File: config.mk
export PLATFORM = sky130hd
export DESIGN_NAME = ihp_ctrl
export DESIGN_NICKNAME = d
export VERILOG_FILES = /design/src/sv/ihp_pkg.sv /design/src/sv/ihp_ctrl.sv
export SDC_FILE = /design/constraint.sdc
export NUM_CORES = 1
export LEC_CHECK = 0
export BUFFER_PORTS_ARGS = -buffer_cell sky130_fd_sc_hd__buf_2
export CAP_MARGIN = 20
export CORE_UTILIZATION = 43
export CTS_CLUSTER_DIAMETER = 50
export DETAILED_ROUTE_END_ITERATION = 12
export PLACE_DENSITY_LB_ADDON = 0.3
export REMOVE_ABC_BUFFERS = 1
export SETUP_SLACK_MARGIN = 0.5
export SLEW_MARGIN = 20
export SYNTH_ARGS = -nofsm -noshare
export SYNTH_HDL_FRONTEND = slang
export SYNTH_SLANG_ARGS = --single-unit
File: constraint.sdc
create_clock -name clk -period 1.5 [get_ports clk]
set_input_delay 0.075 -clock clk [delete_from_list [all_inputs] [get_ports clk]]
set_output_delay 0.075 -clock clk [all_outputs]
set_load 0.01 [all_outputs]
File: src/sv/ihp_pkg.sv
// Shared codes and controller/datapath interface structs of the indexed max-heap.
// No dependencies.
`default_nettype none
package ihp_pkg;

  localparam logic [1:0] CMD_INSERT = 2'd0;
  localparam logic [1:0] CMD_REMOVE = 2'd1;
  localparam logic [1:0] CMD_QUERY  = 2'd2;

  localparam logic [1:0] ST_OK      = 2'd0;
  localparam logic [1:0] ST_FULL    = 2'd1;
  localparam logic [1:0] ST_BAD     = 2'd2;

  localparam int IN_BITS  = 64;
  localparam int OUT_BITS = 80;

  typedef struct packed {
    logic       load;
    logic       ins_start;
    logic       rd_par;
    logic       up_move;
    logic       rd_last;
    logic       rem_take;
    logic       rd_left;
    logic       rd_right;
    logic       down_move;
    logic       place;
    logic       rd_map;
    logic       q_take;
    logic       set_stat;
    logic [1:0] stat;
    logic       finish;
  } ihp_ctl_t;

  typedef struct packed {
    logic [1:0] cmd;
    logic       full;
    logic       pos_bad;
    logic       at_root;
    logic       up_win;
    logic       has_left;
    logic       pick_child;
    logic       is_last;
    logic       out_busy;
  } ihp_sts_t;

endpackage
`default_nettype wire

File: src/sv/ihp_ctrl.sv
// Sequencer of the indexed max-heap: decodes a request and steps sift up/down.
// Depends on ihp_pkg.
`default_nettype none
module ihp_ctrl
  import ihp_pkg::*;
(
  input  wire logic     clk,
  input  wire logic     rst,
  input  wire logic     in_valid,
  output logic          in_ready,
  input  wire ihp_sts_t sts,
  output ihp_ctl_t      ctl
);

  typedef enum logic [10:0] {
    S_IDLE  = 11'b00000000001,
    S_CMD   = 11'b00000000010,
    S_UP    = 11'b00000000100,
    S_UPC   = 11'b00000001000,
    S_RL    = 11'b00000010000,
    S_DOWN  = 11'b00000100000,
    S_DL    = 11'b00001000000,
    S_DC    = 11'b00010000000,
    S_PLACE = 11'b00100000000,
    S_QW    = 11'b01000000000,
    S_FIN   = 11'b10000000000
  } state_t;

  state_t state, state_next;

  always_ff @(posedge clk) begin
    if (rst) begin
      state <= S_IDLE;
    end else begin
      state <= state_next;
    end
  end

  assign in_ready = (state == S_IDLE);

  always_comb begin
    ctl        = '0;
    state_next = state;
    unique case (state)
      S_IDLE: begin
        if (in_valid) begin
          ctl.load   = 1'b1;
          state_next = S_CMD;
        end
      end
      S_CMD: begin
        case (sts.cmd)
          CMD_INSERT: begin
            if (sts.full) begin
              ctl.set_stat = 1'b1;
              ctl.stat     = ST_FULL;
              state_next   = S_FIN;
            end else begin
              ctl.ins_start = 1'b1;
              state_next    = S_UP;
            end
          end
          CMD_REMOVE: begin
            if (sts.pos_bad) begin
              ctl.set_stat = 1'b1;
              ctl.stat     = ST_BAD;
              state_next   = S_FIN;
            end else begin
              ctl.rd_last = 1'b1;
              state_next  = S_RL;
            end
          end
          CMD_QUERY: begin
            ctl.rd_map = 1'b1;
            state_next = S_QW;
          end
          default: begin
            ctl.set_stat = 1'b1;
            ctl.stat     = ST_BAD;
            state_next   = S_FIN;
          end
        endcase
      end
      S_UP: begin
        if (sts.at_root) begin
          state_next = S_PLACE;
        end else begin
          ctl.rd_par = 1'b1;
          state_next = S_UPC;
        end
      end
      S_UPC: begin
        if (sts.up_win) begin
          ctl.up_move = 1'b1;
          state_next  = S_UP;
        end else begin
          state_next = S_PLACE;
        end
      end
      S_RL: begin
        ctl.rem_take = 1'b1;
        state_next   = sts.is_last ? S_PLACE : S_DOWN;
      end
      S_DOWN: begin
        if (sts.has_left) begin
          ctl.rd_left = 1'b1;
          state_next  = S_DL;
        end else begin
          state_next = S_UP;
        end
      end
      S_DL: begin
        ctl.rd_right = 1'b1;
        state_next   = S_DC;
      end
      S_DC: begin
        if (sts.pick_child) begin
          ctl.down_move = 1'b1;
          state_next    = S_DOWN;
        end else begin
          state_next = S_UP;
        end
      end
      S_PLACE: begin
        // heap read address rests on the root, so the top is ready in S_FIN
        ctl.place  = 1'b1;
        state_next = S_FIN;
      end
      S_QW: begin
        ctl.q_take = 1'b1;
        state_next = S_FIN;
      end
      S_FIN: begin
        if (!sts.out_busy) begin
          ctl.finish = 1'b1;
          state_next = S_IDLE;
        end
      end
      default: state_next = S_IDLE;
    endcase
  end

endmodule
`default_nettype wire

; Word-level counts from Yosys, hierarchy flattened
; Index checks and enable logic that the tools add are counted.
[totals]
regBits = 11
input_bits = 13
output_inout_bits = 17
elab_cells = 58
[classes]
eq_ne = 15
mux = 39
n_reduce_logical = 3
[op_table]
columns = op, n
row1 = one-hot mux 11 bit (10 select lines), 1
row2 = 2-to-1 mux 11 bit, 4
row3 = one-hot mux 11 bit (3 select lines), 1
row4 = 2-to-1 mux 9 bit, 3
row5 = 2-to-1 mux 1 bit, 24
row6 = "equality test 11 x 1 -> 1 bit, second input constant", 1
row7 = "equality test 11 x 10 -> 1 bit, second input constant", 1
row8 = "equality test 11 bit, second input constant", 1
row9 = "equality test 11 x 2 -> 1 bit, second input constant", 1
row10 = "equality test 11 x 3 -> 1 bit, second input constant", 1
row11 = "equality test 11 x 4 -> 1 bit, second input constant", 1
row12 = "equality test 11 x 5 -> 1 bit, second input constant", 1
row13 = "equality test 11 x 6 -> 1 bit, second input constant", 1
row14 = "equality test 11 x 7 -> 1 bit, second input constant", 1
row15 = "equality test 11 x 8 -> 1 bit, second input constant", 1
row16 = "equality test 11 x 9 -> 1 bit, second input constant", 1
row17 = 2-to-1 mux 3 bit, 3
row18 = one-hot mux 3 bit (3 select lines), 1
row19 = 2-to-1 mux 7 bit, 1
row20 = 2-to-1 mux 6 bit, 1
row21 = "inequality test 2 bit, second input constant", 2
row22 = "equality test 2 x 1 -> 1 bit, second input constant", 1
row23 = "equality test 2 bit, second input constant", 1
row24 = logical NOT 2 bit, 1
row25 = 2 further kinds, 2

; Depth between registers and ports, before layout
; Gate-level depths: netlist of run 1.
[depth]
depth_word = 3
depth_mapped = 5

; Worst setup path after synthesis of run 1
; OpenSTA, ideal clock, no wires.
[synth_path]
path_type = flip-flop to flip-flop
startpoint = register state[5]
endpoint = register state[10]
setup_ps = 59
arrival_time_ps = 1531
required_time_ps = 1441
path_slack_ps = -90
stages_incl_launch_ff = 6
n_path_buf = 1
cell_sequence = dfxtp_1 > buf_6 > nor4_4 > nand3_1 > a211oi_1 > o21a_1
[synth_between]
elab_chain_cells = 3
[synth_lines]
columns = item, line_no
row1 = from (decl), ihp_ctrl.sv:29  ; state_t state, state_next;
row2 = from (signal assigned), ihp_ctrl.sv:35  ; state <= state_next;
row3 = equality test 11 x 9 -> 1 bit (tied with other cells), ihp_ctrl.sv:44  ; unique case (state)
row4 = OR reduction 2 bit (no source line) / inequality test 2 bit (equally long branches), -
row5 = one-hot mux 11 bit (10 select lines) / AND reduction 2 bit (equally long branches), -
; Parallel ways exist; a longest one is shown, timed or not.
; A chain may end at the register's enable or synchronous reset.

==> summary.md, run 1 <==
| Metric | Value |
|---|---|
| Sw frac | 33.12% |
| Yosys top cell by area | dfxtp_1 |
| WL per Instance | 18.65 µm |
| Initial antenna violation count | 0 |
| Int Pwr | 0.5682 mW |
| Layout Area Growth over Synthesis | 83.97% |
| Maximum vdd ir drop | about 0.85 mV |
| Diode count | 0 |
| Comb pwr share | between 30% and 40% |
| Crit Path Max Fanout | 6 |
| Min Tclk post-route | about 1.8 ns |
| Biggest regs | state: 11 flops |
| WP data required | 1.42 ns |
| Total global-route track usage | 29.93% |
| CTS root buffer | clkbuf_4 |
| Slew headroom | 69.71% |
| Design Area, Final | about 1500 µm² |
| DP Wirelength | 1892 µm |
| Routed length on met3 | 224 µm |
| First-pass GRT wire length | 4395 µm |
| Total power per unit cell area | roughly 570 nW/µm² |
| Setup tns final | -3.116 ns |
| Largest net degree at the start of global routing | 9 |
| Sequential power share | a little over a third |
| Worst path arrival time | 1.69 ns |
| Die Span Y | 45.46 µm |
| Worst R2R End | state[2] |
| Top cells by area, synth | dfxtp_1 (27%), nor2_1 (5.1%), nor3_1 (4.3%), nor4_1 (3.9%), a21oi_1 (3.7%) |
| Slowest cell on crit path | dfxtp_4 |
| Max FFs per register | 11 |
| Worst Setup Start Kind | flip-flop |
| Gr ovfl total | 0 |
| Outcome | finished with violations |
| Fillers | 102 |
| Max Root-Sink Buffers | 2 |
| Wl on met1 | 1276 µm |
| Post-synth cell types | 44 |
| Final #Nets | 175 |
| # port buffers | 29 |
| Largest register by flop count | state |
| DR top layer | met4 |
| Crit Path Category | reg2out |
| Final worst setup slack | -0.2662 ns |
| Post-DP Area | 1082 µm² |
| H-tree levels | 1 |
| Mapped Cells | 101 |
| Reg-to-reg slack, setup | -0.14 ns |
| Row cnt | 15 |
| Critical Path, Cell by Cell | nor4_4 -> buf_6 -> nand2_4 -> nor4b_4 -> buf_2 |
| Clk slew on worst S/H paths | 0.08 ns |
| R2R depth | 7 |
| Fmax | 566.2 MHz |
| CP endpoint kind | output pin |
| Ys async rst share | 0% |
| Finished Core Util | 85.59% |
| Max_cap viols | 0 |
| Sequential fraction of the synthesis area | 27.12% |
| Total Wirelength | between 3000 and 4000 µm |
| Iteration-0 DRC Markers | 53 |
| Synth top area share | 27.12% |
| Final cell count without fillers | 186 |
| Hold WC Path Type | in2reg |
| Clock latency on the worst-skew pair | roughly 0.28 ns |
| Clk pwr share | 25.1% |
| Routed length on met2 | 1921 µm |
| Final Hold Fails | 0 |
| Hold depth | 4 |
| Pleak | ~0.66 nW |
| Least-Margin Pin Slew | 0.4532 ns |
| Flops & latches, synth | 11 |
| Hold path startpoint | rst |
| Num ports | 30 |
| Die area | 2066 µm² |
| Via count | 1111 |
| Commonest cells after routing, fill and taps aside | buf_2 (27), buf_4 (19), buf_6 (12) |
| Initial Util | 46.52% |
| Placed insts | 167 |
| CP max stage delay | 0.36 ns |
| Pre-CTS WS | -0.02179 ns |
| Vias per cell | around 6.0 |
| Share of layout cells above drive strength 1 | 63.98% |
| Sw power | 0.2814 mW |
| Crit path max-delay family | simple AND/OR/NAND/NOR gates |
| RSZ-0062 raised after global routing | yes |
| CTS tree | yes |
| Core area | between 1500 and 2000 µm² |
| Post-route clock period utilization | 117.7% |
| Hold worst-path end | state[3] |
| Antenna-violating nets left | 0 |
| Failing checks | setup timing |
| DR pass1 iterations | 4 |
| Vias in the first global route | 968 |
| Clock skew | between 0.009 and 0.01 ns |
| Slew Limit Fails | 0 |
| Num CTS Buffers | 3 |
| Syn_area_per_cell | 8.040 µm² |
| GPL Wtd Cong | 0.8887 |
| DRC Markers | 0 |
| Most common cell after layout, fill and taps aside | buf_2 |
| Clock sink count | 11 |
| Buf+Inv Stages, Crit Path | 2 |
| R2R Path Start | state[7] |
| Die Width | 45.46 µm |
| Number of flops mapped to enable cells by yosys | 0 |
| Syn Std Cell Area | 812.0 µm² |
| Final setup viols | 26 |
| Top_reg_cell synth | dfxtp_1 |
| Yosys warns | 0 |
## synth_stat cells, types with 2 or more instances
library cell and count:
a21oi_1 6, and3_1 2, buf_2 3, dfxtp_1 11, inv_1 4, nand2_1 5, nand2b_1 3, nand3_1 4
nand3_2 2, nand3b_1 2, nor2_1 11, nor3_1 7, nor3b_1 2, nor4_1 5, nor4b_1 3, o211a_1 2
xor2_1 2
## routing by layer
layer,global-route usage (%),vias to the layer above
li1,-,498
met1,36.01,545
met2,52.00,62
met3,8.333,6
met4,7.273,0
met5,0,-
## worst max path at each step
stage / from / endpoint / slack [ns] / cells after the start
2_1_floorplan: state[2] / state[10] / -0.09 / 4
3_3_place_gp: state[10] / state[2] / 0.02 / 5
3_5_place_dp: state[3] / ctl[3] / -0.02 / 5
4_1_cts: state[3] / ctl[1] / -0.19 / 5
5_1_grt: state[7] / ctl[5] / -0.28 / 5
6_report: state[7] / ctl[5] / -0.27 / 5
## cells by family (layout without fill, tap and decap cells)
kind of cell    after synthesis  count (layout)  share of synthesized area, %
simple gates                 59              59                         47.46
compound gates               20              20                         17.72
flops                        11              11                         27.12
buf+inv                       9              69                         5.545
xor+xnor                      2               2                         2.158
## stage by stage
step | hold slack, ns | total power [mW]
after floorplan | 0.1466 | 0.3997
after global placement | 0.2631 | 0.4743
after detailed placement | 0.2574 | 0.4799
after CTS | 0.1142 | 0.7672
after global routing | 0.1381 | 0.8858
final | 0.1528 | 0.8496
## power by group through the flow
| stage | Clock, mW | Combinational, mW | Sequential, mW |
|---|---|---|---|
| 2_1_floorplan | 0 | 0.0872 | 0.313 |
| 3_3_place_gp | 0 | 0.161 | 0.313 |
| 3_5_place_dp | 0 | 0.166 | 0.313 |
| 4_1_cts | 0.215 | 0.247 | 0.306 |
| 5_1_grt | 0.232 | 0.342 | 0.311 |
| 6_report | 0.213 | 0.326 | 0.311 |
## final cells by class
| cell class | count | area, µm² | share of cell area [%] |
|---|---|---|---|
| sequential | 11 | 242.7 | 16.25 |
| tap | 25 | 31.28 | 2.094 |
| multi-input combinational | 81 | 742.0 | 49.67 |
| clock buffer | 4 | 26.28 | 1.759 |
| inverter | 5 | 18.77 | 1.256 |
| timing repair buffer | 60 | 432.9 | 28.98 |
## worst register-to-register path, stage by stage (launching register included)
cell	delay, ns
dfxtp_4	0.36
nor4_4	0.29
buf_6	0.18
nand3_4	0.08
buf_6	0.13
buf_6	0.11
o21ai_4	0.22
o21ba_1	0.18
## timing repair
item,in CTS,in global routing
gates resized for setup,39,22
endpoints found under the setup margin,28,28
pin swaps,9,8
hold buffers,2,0
setup buffers,8,5
hold endpoints to repair,2,0
Power figures use the tool's default switching activity.
==> run 2, diff against run 1 <==
--- a/config.mk
+++ b/config.mk
@@ -11,7 +11,6 @@
 export CTS_CLUSTER_DIAMETER = 50
 export DETAILED_ROUTE_END_ITERATION = 12
 export PLACE_DENSITY_LB_ADDON = 0.3
-export REMOVE_ABC_BUFFERS = 1
 export SETUP_SLACK_MARGIN = 0.5
 export SLEW_MARGIN = 20
 export SYNTH_ARGS = -nofsm -noshare
==> run 2 against run 1 <==
The run now fails in 5_1_grt. Synthesized area unchanged. Synthesized cell count stayed put.
==> summary.md, run 2 <==
| Metric | Value |
|---|---|
| Err | [ERROR DPL-0033] detailed placement checks failed during check placement. |
| Worst EP Category | top-level output |
| H-tree levels | 1 |
| Clock sink count | 11 |
| Top_reg_cell synth | dfxtp_1 |
| Post-synth cell types | 44 |
| Num CTS Buffers | 3 |
| Syn Std Cell Area | 812.0 µm² |
| Outcome | did not finish |
| CTS root buffer | clkbuf_4 |
| DP Wirelength | 1964 µm |
| Syn_area_per_cell | ~8.0 µm² |
| Initial antenna violation count | 0 |
| Mapped Cells | 101 |
| Pre-CTS WS | -0.1078 ns |
| GPL Wtd Cong | approximately 0.84 |
| Top cells by area, synth | dfxtp_1 (27%), nor2_1 (5.1%), nor3_1 (4.3%), nor4_1 (3.9%), a21oi_1 (3.7%) |
| Sequential fraction of the synthesis area | a little over a quarter |
| Ys async rst share | 0% |
| Row cnt | 15 |
| Critical endpoint after global-route timing repair | ctl[9] |
| # port buffers | 29 |
| Initial Util | between 40% and 50% |
| Die Span Y | 45.46 µm |
| Syn_nets | 114 |
| Num ports | 30 |
| Yosys warns | 0 |
| Number of flops mapped to enable cells by yosys | 0 |
| Flops & latches, synth | 11 |
| Synth top area share | ~27% |
| Largest net degree at the start of global routing | 9 |
| Max Root-Sink Buffers | 2 |
| Die Width | 45.46 µm |
| Commonest cells post-synth | dfxtp_1 (11), nor2_1 (11), nor3_1 (7) |
| Yosys top cell by area | dfxtp_1 |
| Last stage | 5_1_grt |
| Placed insts | 163 |
run 2: kinds of logic after synthesis:
group	after synthesis	share of synthesized area, %
simple gates	59	47.46
compound gates	20	17.72
flops	11	27.12
buf+inv	9	5.545
xor+xnor	2	2.158
run 2: what timing repair did:
action	4_1_cts
setup endpoints to repair	28
pin swaps	17
resized for setup	46
hold buffers	0
setup buffers	16
run 2: stage by stage:
step	area (µm²)	TNS, ns	hold slack, ns
3_5_place_dp	1140	-0.2030	0.2544
4_1_cts	1489	-2.591	0.001666
2_1_floorplan	899.6	-0.06373	0.1466
3_3_place_gp	1140	0	0.2634
==> run 3, diff against run 2 <==
--- a/config.mk
+++ b/config.mk
@@ -7,11 +7,10 @@
 export LEC_CHECK = 0
 export BUFFER_PORTS_ARGS = -buffer_cell sky130_fd_sc_hd__buf_2
 export CAP_MARGIN = 20
-export CORE_UTILIZATION = 43
-export CTS_CLUSTER_DIAMETER = 50
+export CORE_AREA = 2 2 63 65
 export DETAILED_ROUTE_END_ITERATION = 12
-export PLACE_DENSITY_LB_ADDON = 0.3
-export SETUP_SLACK_MARGIN = 0.5
+export DIE_AREA = 0 0 65 67
+export PLACE_DENSITY_LB_ADDON = 0.15
 export SLEW_MARGIN = 20
 export SYNTH_ARGS = -nofsm -noshare
 export SYNTH_HDL_FRONTEND = slang
==> constraint.sdc (replaced) <==
create_clock -name clk -period 1.95 [get_ports clk]
set_input_delay 0.0975 -clock clk [delete_from_list [all_inputs] [get_ports clk]]
set_output_delay 0.0975 -clock clk [all_outputs]
set_load 0.01 [all_outputs]
==> run 3 against run 2 <==
The run now ends clean.
==> summary.md, run 3 (synthesized netlist as in run 1, its figures left out) <==
| Metric | Value |
|---|---|
| Die Width | ~65 µm |
| Sw power | 0.1713 mW |
| Max FFs per register | 11 |
| Worst path arrival time | 1.74 ns |
| Setup tns final | 0 ns |
| DP Wirelength | 1745 µm |
| Pleak | 0.5079 nW |
| Die area | 4355 µm² |
| Clk pwr share | between 30% and 40% |
| Commonest cells after routing, fill and taps aside | buf_2 (29), dfxtp_1 (11), nor2_1 (10) |
| Post-DP Area | approximately 1000 µm² |
| Total global-route track usage | 11.07% |
| Iteration-0 DRC Markers | 24 |
| CP endpoint kind | output pin |
| Slew Limit Fails | 0 |
| Int Pwr | 0.4265 mW |
| DRC Markers | 0 |
| Via count | 884 |
| Clock latency on the worst-skew pair | about 0.24 ns |
| Num ports | 30 |
| Comb pwr share | 20.6% |
| RSZ-0062 raised after global routing | no |
| Sw frac | 28.66% |
| First-pass GRT wire length | ~3700 µm |
| Final setup viols | 0 |
| Final Hold Fails | 0 |
| Worst Setup Start Kind | flip-flop |
| Max_cap viols | 0 |
| Core area | 3606 µm² |
| Syn_nets | 114 |
| Maximum vdd ir drop | 0.1643 mV |
| Largest register by flop count | state |
| Final #Nets | 153 |
| WP data required | 1.85 ns |
| Post-route clock period utilization | 94.43% |
| Design Area, Final | around 1100 µm² |
| CTS tree | yes |
| Slew headroom | 72.74% |
| Hold WC Path Type | in2reg |
| Clock sink count | 11 |
| Crit Path Max Fanout | 4 |
| Pre-CTS WS | ~0.18 ns |
| H-tree levels | 1 |
| Largest net degree at the start of global routing | 10 |
| Vias in the first global route | 773 |
| Initial Util | 22.52% |
| Total power per unit cell area | around 530 nW/µm² |
| Layout Area Growth over Synthesis | 40.22% |
| Row cnt | 22 |
| WL per Instance | 12.03 µm |
| Initial antenna violation count | 0 |
| CTS root buffer | clkbuf_8 |
| Final worst setup slack | 0.1087 ns |
| Num CTS Buffers | 3 |
| Sequential power share | around two fifths |
| Vias per cell | 4.727 |
| Clk slew on worst S/H paths | approximately 0.060 ns |
| Die Span Y | 67 µm |
| Min Tclk post-route | 1.841 ns |
| Fillers | 390 |
| Outcome | completed |
| Antenna-violating nets left | 0 |
| Clock skew | about 0.0056 ns |
| Most common cell after layout, fill and taps aside | buf_2 |
| DR pass1 iterations | 4 |
| GPL Wtd Cong | 0.7301 |
| Least-Margin Pin Slew | 0.4033 ns |
| Max Root-Sink Buffers | 2 |
| Fmax | 543.1 MHz |
| Biggest regs | state: 11 flops |
| Share of layout cells above drive strength 1 | 41.01% |
| Gr ovfl total | 0 |
| Crit Path Category | reg2out |
| Total Wirelength | 2250 µm |
| Diode count | 0 |
| # port buffers | 29 |
==> run 3: path summary, 6_finish.rpt <==
check | start | endpoint | slack (ns) | cells after the start
hold reg to reg | state[5] | state[5] | 0.64 | 2
setup / recovery | state[7] | ctl[1] | 0.11 | 5
setup reg to reg | state[4] | state[8] | 0.33 | 5
hold / removal | rst | state[1] | 0.04 | 2
==> run 3: timing repair <==
item / CTS / global route
hold buffers: 0 / 0
gates resized for setup: 1 / 5
pin swaps: 0 / 3
endpoints found under the setup margin: 1 / 4
setup buffers: 0 / 2
hold endpoints to repair: 0 / 0
==> run 3: layout make-up <==
class | count | area (µm²) | share of cell area (%)
tap | 48 | 60.06 | 5.275
sequential | 11 | 220.2 | 19.34
inverter | 5 | 18.77 | 1.648
timing repair buffer | 38 | 212.7 | 18.68
multi-input combinational | 81 | 581.8 | 51.10
clock buffer | 4 | 45.04 | 3.956
==> run 3: power groups by stage <==
stage / registers [mW] / logic, mW / clock network, mW
final: 0.239 / 0.123 / 0.236
after global routing: 0.239 / 0.137 / 0.247
after CTS: 0.238 / 0.117 / 0.239
after detailed placement: 0.242 / 0.116 / 0
after global placement: 0.242 / 0.116 / 0
after floorplan: 0.240 / 0.0696 / 0
==> run 3: worst max-delay path: stages (launching register included) <==
cell and delay, ns:
dfxtp_1 0.34, nor4_4 0.37, buf_4 0.19, nand3_1 0.12, nor4b_1 0.30, buf_2 0.18
==> run 3: metal layers <==
metal	global-route usage [%]	routed length, µm	share of wire [%]	up-vias
li1	-	-	-	450
met1	15.33	1105	49	415
met3	2.027	61	2.7	2
met5	0	0	0	-
met2	16.62	1049	47	17
met4	4.787	33	1.5	0
==> run 3: stage by stage <==
| step | power, mW | hold WS, ns | instances | utilization, % |
|---|---|---|---|---|
| finish | 0.5978 | 0.03524 | 187 | 31.58 |
| global route | 0.6231 | 0.05843 | 187 | 31.58 |
| CTS | 0.5938 | 0.03370 | 185 | 30.36 |
| detailed placement | 0.3572 | 0.2887 | 181 | 28.94 |
| global placement | 0.3576 | 0.2791 | 181 | 28.94 |
| floorplan | 0.3099 | 0.1691 | 101 | - |
==> run 4, diff against run 3 <==
--- a/config.mk
+++ b/config.mk
@@ -11,6 +11,7 @@
 export DETAILED_ROUTE_END_ITERATION = 12
 export DIE_AREA = 0 0 65 67
 export PLACE_DENSITY_LB_ADDON = 0.15
+export SETUP_SLACK_MARGIN = 0.5
 export SLEW_MARGIN = 20
 export SYNTH_ARGS = -nofsm -noshare
 export SYNTH_HDL_FRONTEND = slang
==> run 4 against run 3 <==
Via count is 17% higher. Die area stayed put. Power is 28% higher. First-iteration DRC count is 29% lower. Register-to-register slack worse by 0.03 ns. Routed wire length is 35% higher. Worst setup slack better by 0.12 ns. Critical path type unchanged.
==> summary.md, run 4 (synthesized netlist as in run 1, its figures left out) <==
| Metric | Value |
|---|---|
| Outcome | completed |
| Final setup viols | 0 |
| Worst Setup Start Kind | flip-flop |
| Row cnt | 22 |
| First-pass GRT wire length | 4498 µm |
| Diode count | 0 |
| Clk pwr share | 30.0% |
| Final Hold Fails | 0 |
| Crit Path Category | reg2out |
| Finished Core Util | 48.47% |
| Sequential power share | between 30 and 40% |
| Crit path max-delay family | simple AND/OR/NAND/NOR gates |
| Vias in the first global route | approximately 970 |
| Least-Margin Pin Slew | 0.3893 ns |
| Syn_nets | 114 |
| Slew headroom | between 70% and 80% |
| Gr ovfl total | 0 |
| GPL Wtd Cong | 0.7663 |
| DP Wirelength | roughly 1800 µm |
| # port buffers | 29 |
| Biggest regs | state: 11 flops |
| Hold WC Path Type | in2reg |
| Die Width | 65 µm |
| Via count | around 1000 |
| CTS root buffer | clkbuf_8 |
| Most common cell after layout, fill and taps aside | buf_2 |
| Vias per cell | between 4 and 5 |
| Num CTS Buffers | 3 |
| Final worst setup slack | between 0.2 and 0.25 ns |
| Slowest cell on crit path | dfxtp_2 |
| Reg-to-reg slack, setup | 0.30 ns |
| Final cell count without fillers | 215 |
| Slew Limit Fails | 0 |
| Int Pwr | 0.5355 mW |
| R2R depth | 8 |
| Sw frac | 29.99% |
| Fmax | roughly 580 MHz |
| Total global-route track usage | 13.25% |
| Layout Area Growth over Synthesis | 115.3% |
| WHS | 0.07914 ns |
| Die area | around 4400 µm² |
| Core area | 3606 µm² |
| Pre-CTS WS | 0.2778 ns |
| DR pass1 iterations | 4 |
| Share of layout cells above drive strength 1 | 72.46% |
| Area occupied by multi-input gates | 839.6 µm² |
| Max FFs per register | 11 |
| Worst path arrival time | 1.62 ns |
| WL per Instance | 14.13 µm |
| WP data required | about 1.9 ns |
| RSZ-0062 raised after global routing | yes |
| Placed insts | 176 |
| Clock sink count | 11 |
| Initial Util | approximately 23% |
| Clock skew | 0.0006310 ns |
| Post-DP Area | approximately 1000 µm² |
| Critical Path, Cell by Cell | nor4b_4 -> nand3_4 -> nor4b_4 -> buf_2 |
| Initial antenna violation count | 0 |
| Iteration-0 DRC Markers | 17 |
| Max Root-Sink Buffers | 2 |
| Clk slew on worst S/H paths | approximately 0.050 ns |
| Clock latency on the worst-skew pair | 0.24 ns |
| DRC Markers | 0 |
| Crit Path Max Fanout | 4 |
| Pleak | 0.7332 nW |
| Sw power | 0.2294 mW |
| H-tree levels | 1 |
| Total power per unit cell area | approximately 440 nW/µm² |
| Total Wirelength | between 3000 and 4000 µm |
| Comb pwr share | 39.2% |
| CP endpoint kind | output pin |
| Buf+Inv Stages, Crit Path | 1 |
| Num ports | 30 |
| Fillers | 317 |
| Design Area, Final | 1748 µm² |
| Commonest cells after routing, fill and taps aside | buf_2 (27), buf_6 (24), buf_4 (14) |
| Critical path depth | 4 |
| CP max stage delay | 0.41 ns |
| Antenna-violating nets left | 0 |
| Total power | 0.7649 mW |
| Maximum vdd ir drop | 0.1594 mV |
| Reg area | 251.5 µm² |
| Post-route clock period utilization | between 80% and 90% |
| Min Tclk post-route | 1.721 ns |
| Max_cap viols | 0 |
| CTS tree | yes |
| Die Span Y | 67 µm |
| Largest register by flop count | state |
| Setup tns final | 0 ns |
| Hold depth | 2 |
| Final #Nets | 181 |
| Crit-path most repeated cell | nor4b_4 |
| Largest net degree at the start of global routing | 11 |
==> run 4: cell types whose count changed in the layout (fill, tap and decap cells not counted), sizes merged <==
cell and change:
buf +28
==> run 4: cell type report <==
cell class,count,share of cell area [%]
Multi-Input combinational cell,81,48.03
Clock buffer,4,2.577
Inverter,5,1.217
Tap cell,48,3.436
Timing Repair Buffer,66,30.35
Sequential cell,11,14.39
==> run 4: repair_timing <==
item / CTS / global route
buffers inserted: 19 / 16
gates cloned: 0 / 0
hold buffers: 0 / 0
resized for setup: 53 / 33
pin swaps: 19 / 14
endpoints found under the setup margin: 28 / 28
==> run 4: path summary, 6_finish.rpt <==
| kind | to | from |
|---|---|---|
| worst max register to register | state[2] | state[8] |
| worst max-delay path | ctl[1] | state[1] |
| worst min register to register | state[5] | state[5] |
| worst min-delay path | state[1] | rst |
==> run 4: power groups by stage <==
stage | combinational [mW] | clock [mW] | sequential, mW
final | 0.300 | 0.230 | 0.236
after global routing | 0.316 | 0.246 | 0.236
after CTS | 0.212 | 0.234 | 0.238
after detailed placement | 0.121 | 0 | 0.242
after global placement | 0.123 | 0 | 0.242
after floorplan | 0.0743 | 0 | 0.240
==> run 4: routing by layer <==
layer,share of wire [%],track usage (%)
met5,0,0
met4,1.4,6.383
met3,1.9,1.182
met2,50,23.32
met1,47,16.16
